<file path="config.mk">
export PLATFORM = sky130hd
export DESIGN_NAME = ifca_div
export DESIGN_NICKNAME = d
export VERILOG_FILES = /design/src/hdl/ifca_pkg.sv /design/src/hdl/ifca_div.sv
export SDC_FILE = /design/constraint.sdc
export NUM_CORES = 1
export LEC_CHECK = 0
export BUFFER_PORTS_ARGS = -buffer_cell sky130_fd_sc_hd__buf_4
export CAP_MARGIN = 20
export CORE_ASPECT_RATIO = 1.75
export CORE_MARGIN = 2
export CORE_UTILIZATION = 42
export CTS_CLUSTER_DIAMETER = 150
export CTS_CLUSTER_SIZE = 28
export DETAILED_ROUTE_END_ITERATION = 10
export PLACE_DENSITY = 0.63
export SKIP_LAST_GASP = 1
export SLEW_MARGIN = 20
export SYNTH_ARGS = -nofsm -noshare
export SYNTH_HDL_FRONTEND = slang
export SYNTH_SLANG_ARGS = --single-unit
</file>
<file path="constraint.sdc">
create_clock -name clk -period 7 [get_ports clk]
set_input_delay 1.4 -clock clk [delete_from_list [all_inputs] [get_ports clk]]
set_output_delay 1.4 -clock clk [all_outputs]
set_load 0.03 [all_outputs]
</file>
<file path="src/hdl/ifca_pkg.sv">
// shared types, constants and coefficient tables for the iq fir combine agc block
// used by the mac, divider and core modules; no dependencies
`default_nettype none

package ifca_pkg;

  localparam int TAPS_DEF = 32;
  localparam int SMP_W    = 16;
  localparam int COEF_W   = 16;
  localparam int PROD_W   = 2 * SMP_W;
  localparam int ACC_W    = 48;
  localparam int WORD_W   = 32;
  localparam int ROM_LEN  = 32;
  localparam int ROM_AW   = $clog2(ROM_LEN);
  localparam int TIDX_W   = 8;

  // configuration register indexes and reset values, at field width
  localparam logic [1:0] REG_SUM_SHIFT    = 2'd0;
  localparam logic [1:0] REG_ATTACK_SHIFT = 2'd1;
  localparam logic [1:0] REG_DECAY_SHIFT  = 2'd2;
  localparam logic [1:0] REG_ENV_SCALE    = 2'd3;

  localparam logic [3:0] SUM_SHIFT_RST    = 4'd5;
  localparam logic [3:0] ATTACK_SHIFT_RST = 4'd4;
  localparam logic [4:0] DECAY_SHIFT_RST  = 5'd10;
  localparam logic [4:0] ENV_SCALE_RST    = 5'd14;

  localparam logic [WORD_W-1:0] DIV_NUM = 32'hFFFF_FFFF;
  localparam logic [SMP_W-1:0]  SAT_POS = 16'h7FFF;
  localparam logic [SMP_W-1:0]  SAT_NEG = 16'h8000;
  localparam logic [WORD_W-1:0] SAT_POS_W = 32'h0000_7FFF;
  localparam logic [WORD_W-1:0] SAT_NEG_W = 32'h0000_8000;

  localparam logic signed [COEF_W-1:0] I_COEF [ROM_LEN] = '{
    -16'sd10727, -16'sd13071, -16'sd15002, -16'sd16162,
    -16'sd16243, -16'sd15032, -16'sd12436, -16'sd8509,
    -16'sd3455,   16'sd2391,   16'sd8585,   16'sd14624,
     16'sd19991,  16'sd24213,  16'sd26911,  16'sd27839,
     16'sd26911,  16'sd24213,  16'sd19991,  16'sd14624,
     16'sd8585,   16'sd2391,  -16'sd3455,  -16'sd8509,
    -16'sd12436, -16'sd15032, -16'sd16243, -16'sd16162,
    -16'sd15002, -16'sd13071, -16'sd10727,  16'sd0
  };

  localparam logic signed [COEF_W-1:0] Q_COEF [ROM_LEN] = '{
    -16'sd571,    16'sd964,    16'sd3493,   16'sd6884,
     16'sd10880,  16'sd15121,  16'sd19182,  16'sd22611,
     16'sd24984,  16'sd25951,  16'sd25282,  16'sd22893,
     16'sd18863,  16'sd13434,  16'sd6986,   16'sd0,
    -16'sd6986,  -16'sd13434, -16'sd18863, -16'sd22893,
    -16'sd25282, -16'sd25951, -16'sd24984, -16'sd22611,
    -16'sd19182, -16'sd15121, -16'sd10880, -16'sd6884,
    -16'sd3493,  -16'sd964,    16'sd571,    16'sd0
  };

  // taps past the end of the tables weigh zero
  function automatic logic signed [COEF_W-1:0] coef_i(input logic [TIDX_W-1:0] k);
    logic signed [COEF_W-1:0] c;
    c = '0;
    if (k < TIDX_W'(ROM_LEN)) c = I_COEF[k[ROM_AW-1:0]];
    return c;
  endfunction

  function automatic logic signed [COEF_W-1:0] coef_q(input logic [TIDX_W-1:0] k);
    logic signed [COEF_W-1:0] c;
    c = '0;
    if (k < TIDX_W'(ROM_LEN)) c = Q_COEF[k[ROM_AW-1:0]];
    return c;
  endfunction

  typedef struct packed {
    logic wr_en;
    logic rd_en;
    logic clr;
  } mac_ctrl_t;

endpackage

`default_nettype wire

</file>
<file path="src/hdl/ifca_div.sv">
// restoring divider: all-ones word over a 33-bit divisor, one quotient bit a cycle
// depends on ifca_pkg
`default_nettype none

module ifca_div (
  input  wire logic                          clk,
  input  wire logic                          rst,
  input  wire logic                          start,
  input  wire logic [ifca_pkg::WORD_W:0]     divisor,
  output logic      [ifca_pkg::WORD_W-1:0]   quotient,
  output logic                               done
);

  localparam int WW = ifca_pkg::WORD_W;

  logic [WW:0]           rem;
  logic [WW:0]           den;
  logic [WW+1:0]         trial;
  logic [$clog2(WW)-1:0] cnt;
  logic                  busy;

  // dividend bits enter msb first
  assign trial = {rem, ifca_pkg::DIV_NUM[~cnt]};

  always_ff @(posedge clk) begin
    if (rst) begin
      busy <= 1'b0;
      done <= 1'b0;
    end else begin
      done <= 1'b0;
      if (start) begin
        busy <= 1'b1;
      end else if (busy && (cnt == '1)) begin
        busy <= 1'b0;
        done <= 1'b1;
      end
    end
  end

  always_ff @(posedge clk) begin
    if (start) begin
      rem <= '0;
      den <= divisor;
      cnt <= '0;
    end else if (busy) begin
      cnt <= cnt + 1'b1;
      if (trial >= {1'b0, den}) begin
        rem      <= (WW+1)'(trial - {1'b0, den});
        quotient <= {quotient[WW-2:0], 1'b1};
      end else begin
        rem      <= trial[WW:0];
        quotient <= {quotient[WW-2:0], 1'b0};
      end
    end
  end

endmodule

`default_nettype wire

</file>
=== Word-level counts from Yosys, hierarchy flattened ===
Memory sizes are Yosys's and may differ from the RTL's.
Cells that the tools add are included.
Widths: inputs -> output; s select.

* Register bits: 105
* Memory bits (read-only): 32
* Output and inout port bits: 33
* Word-level logic and storage cells: 24
* Memories kept: 1

{| class="wikitable"
|+ Memory list
! memory !! words !! width !! rd ports !! clocked after Yosys merged registers in !! wr ports !! line !! RTL
|-
| (no name shown) || 32 || 1 || 1 || 0 || 0 || ifca_div.sv:23 || <nowiki>assign trial = {rem, ifca_pkg::DIV_NUM[~cnt]};</nowiki>
|}

* $add $sub $neg: 2
* Magnitude comparators: 2
* Equal/unequal tests: 1
* Muxes and demuxes: 6
* Bitwise gates (word level): 2
* Reductions and logical operators: 4

{| class="wikitable"
|+ Operators by type and width
! cell !! count
|-
| $ge 34x33->1 || 1
|-
| $mux 33 || 1
|-
| $sub 33x33->33 || 1
|-
| $lt 5x6->1 const B || 1
|-
| $add 5x1->5 const B || 1
|-
| $eq 5x5->1 const B || 1
|-
| $mux 1 || 5
|-
| $not 5->5 || 1
|-
| $reduce_and 2->1 || 1
|-
| $reduce_bool 2->1 || 1
|-
| $reduce_or 2->1 || 1
|-
| $logic_and 1x1->1 || 1
|-
| $not 1->1 || 1
|}

=== Depth between registers and ports, before layout ===
* Depth in word-level cells: 5
* Gate-level depth with buffers: 13
* Gate-level depth less buffers: 11

=== Least setup slack after synthesis ===
Ideal clock, no wire load.

* Path type: input -> register
* Start point: input port start
* End point: register rem[29]
* Setup time: 0.074 ns
* Data arrival time: 2.987 ns
* Slack: 3.939 ns
* Stages: 5
* Path through: nor2b_1 -> clkbuf_1 -> a21boi_0 -> o2111ai_1 -> o21ai_0

{| class="wikitable"
|+ RTL lines
! item !! line !! RTL
|-
| start, declared || ifca_div.sv:8 || <nowiki>input wire logic start,</nowiki>
|-
| end signal, assigned || ifca_div.sv:48 || <nowiki>rem <= (WW+1)'(trial - {1'b0, den});</nowiki>
|-
| end signal, assigned || ifca_div.sv:51 || <nowiki>rem <= trial[WW:0];</nowiki>
|-
| end, declared || ifca_div.sv:16 || <nowiki>logic [WW:0] rem;</nowiki>
|}

=== Worst setup path in the final report ===
* Start point: register den[9]
* End point: register rem[32]

* Cells in the longest elaborated chain, start to end: 2

{| class="wikitable"
|+ RTL lines
! item !! line !! RTL
|-
| start, declared || ifca_div.sv:17 || <nowiki>logic [WW:0] den;</nowiki>
|-
| start signal, assigned || ifca_div.sv:43 || <nowiki>den <= divisor;</nowiki>
|-
| $sub 33x33->33 / $ge 34x33->1 (equally long branches) || ifca_div.sv:48, ifca_div.sv:47 ||
|-
| $mux 33 (*) || ifca_div.sv:47 || <nowiki>if (trial >= {1'b0, den}) begin</nowiki>
|}

Mark *: on every way between the ends. The rest lies on a longest branch, timed or not.
A chain may end at the register's enable or synchronous reset.

==> metrics <==
Core Rows 56; initial antenna violation count 0; worst hold start quotient[4]; Main synth FF type edfxtp_1; fin. max-slew vios 0; Clock Latency Late Sink 360 ps; Total Wirelength 12600 um; outcome finished clean; diode count 0; die area 14400 um2; IO Count 69; FF-to-FF Start den[9]; Hold Path End quotient[5]; Worst VDD drop 131 uV; Layout Utilization 49.7%; post-CTS resize count 0; post-route DRC violation count 0; sequential fraction of the synthesis area 48.7%; Syn. warnings 0; Reg2Reg Setup Slack 3310 ps; Data required, critical path 7250 ps; final setup fails 0; Clock Skew 11.6 ps; drt wl/cell 15.8 um; CTS Root Cell clkbuf_16; post-synthesis cell count 565; worst hold stages 0; Worst R2R Path Depth 11; layout cells sized above 1 16.2%; Fmax 271 MHz; FFs w/ async S/R, synth 0%; DP HPWL 9070 um; RSZ-0062 raised after global routing no; Hold Path Class reg -> reg; hold buffer count at cts 0; Die Ht 157 um; core box area 13200 um2; Cell Pwr Density 241 nW/um2; die width 91.7 um; most common cell after layout, fill and taps aside buf_4; Syn Area/Cell 10.0 um2; maximum clock insertion buffer count 2; Avg Vias per Cell 5.48; CP Capture Type flip-flop; Final Cell Area 6590 um2; TritonCTS clock tree built; Min Clock Period, post-route 3690 ps; Initial DRT Pass Iterations 5; Post-Syn Area 5650 um2; Sink Count 105; IO Port Bufs 68; post-synthesis register bit count 105; DRT antenna net count 0; GRT Total Usage 18.2%; P_leak 2.67 nW; Placer Congestion 0.844; crit path DAT 3950 ps; Fin Setup TNS 0 ps; global-route wire length before repair 21000 um; number of buffers created by CTS 9; GR Overflow Total 0; hold_ws 457 ps; via count 4362; DRT iter0 DRCs 223; vias in the first global route 4393; count of cell types in the netlist 61; Post-synth EDFFs 65; CP startpoint kind flip-flop; crit-path max FO 37; Area Growth Syn to Fin 16.6%; syn_nets 636; critical path type reg -> reg; placed instance area 6270 um2; reg-to-reg endpoint rem[32]; max_cap viols 0; Initial Utilization 42.7%; Post-layout nets 688; Worst-path clk slew 80 ps; pin count of the biggest net entering global routing 71; postcts setup bufs 0; Tcrit/Tclk final 52.8%; Slew Limit Headroom 28.5%; worst-margin pin slew 1070 ps; # H-tree levels 3; commonest non-fill, non-tap cells in the layout buf_4 (70), edfxtp_1 (65), nor2_1 (57); endpoints failing hold 0
==> cell type report <==
| cell class | instances | area [um2] |
|---|---|---|
| clock buffers | 9 | 225 |
| inverters | 46 | 175 |
| fillers | 1194 | 6660 |
| clock inverters | 7 | 93.8 |
| well taps | 174 | 218 |
| multi-input cells | 385 | 2600 |
| repair buffers | 70 | 526 |
| flip-flops and latches | 105 | 2750 |
==> Yosys cell counts, types with 2 or more instances <==
master	count	area [um2]
o21bai_1	5	37.5
a31o_2	2	17.5
xnor2_1	12	105
xor2_1	12	105
o21a_1	6	45.0
a21boi_0	3	22.5
edfxtp_1	65	1950
a41oi_1	3	26.3
a311oi_1	7	61.3
dfxtp_1	40	801
nand2b_1	6	37.5
nor2b_1	5	31.3
o211ai_1	7	52.6
mux2i_1	14	140
a2111oi_0	2	17.5
inv_1	45	169
and3_1	4	25.0
a211oi_1	18	135
nand4_1	10	62.6
a21oi_1	43	215
and2_1	4	25.0
nand2_1	50	188
a21o_1	8	60.1
buf_2	3	15.0
nor3_1	8	40.0
clkbuf_1	22	82.6
a221oi_1	3	26.3
a31oi_4	2	42.5
o2111ai_1	3	26.3
o21ai_0	18	90.1
nand3_1	12	60.1
ha_1	34	425
a31oi_1	5	31.3
nor2_1	57	214
==> power by group <==
part	switching [mW]	leakage [nW]	internal, mW
combinational	0.207	1.57	0.135
sequential	0.0219	0.948	0.697
clock	0.265	0.153	0.258
==> cell families (layout without fill, tap and decap cells) <==
| logic type | after synthesis | count (layout) | synth area share, % |
|---|---|---|---|
| AOI/OAI and AO/OA | 148 | 148 | 18.4 |
| xor gates and xnor gates | 24 | 24 | 3.72 |
| adders and majority gates | 35 | 35 | 7.88 |
| buffers and inverters | 75 | 132 | 5.47 |
| DFF | 105 | 105 | 48.7 |
| muxes | 15 | 15 | 2.68 |
| and+or+nand+nor | 163 | 163 | 13.1 |
==> per-layer routing <==
metal,up-vias,part of all wire (%),track usage [%]
met2,98,57,35.7
met5,-,0,0
met1,2090,38,19.1
met4,0,1.9,6.20
li1,2155,-,-
met3,19,3.2,3.02
==> critical path: stages (launching register included) <==
cell       delay (ps)
edfxtp_1          340
inv_1              40
ha_1              350
a21oi_1           220
o21ai_0           170
a31oi_1           390
a31oi_4           210
a31oi_4           900
inv_4             340
nand4_1           200
mux2i_1           100
a2111oi_2         320
==> registers in the layout, summed over array words and instances (netlist names) <==
register and count:
busy 1, cnt 5, den 33, done 1, quotient 32, rem 33
==> stage by stage <==
step | total power, mW | setup slack (ps) | instances
2_1_floorplan | 0.987 | 3940 | 565
3_3_place_gp | 1.07 | 3500 | 780
3_5_place_dp | 1.07 | 3380 | 780
4_1_cts | 1.60 | 3360 | 796
5_1_grt | 1.67 | 2970 | 796
6_report | 1.58 | 3310 | 796
==> worst max path at each step <==
stage,endpoint,cells after the start,slack [ps],start
after floorplan,rem[29],5,3940,start
after CTS,rem[32],11,3360,den[9]
after global placement,rem[32],11,3500,den[9]
final,rem[32],11,3310,den[9]
after global routing,rem[32],11,2970,den[29]
after detailed placement,rem[32],11,3380,den[9]
(Power assumes the default switching activity.)
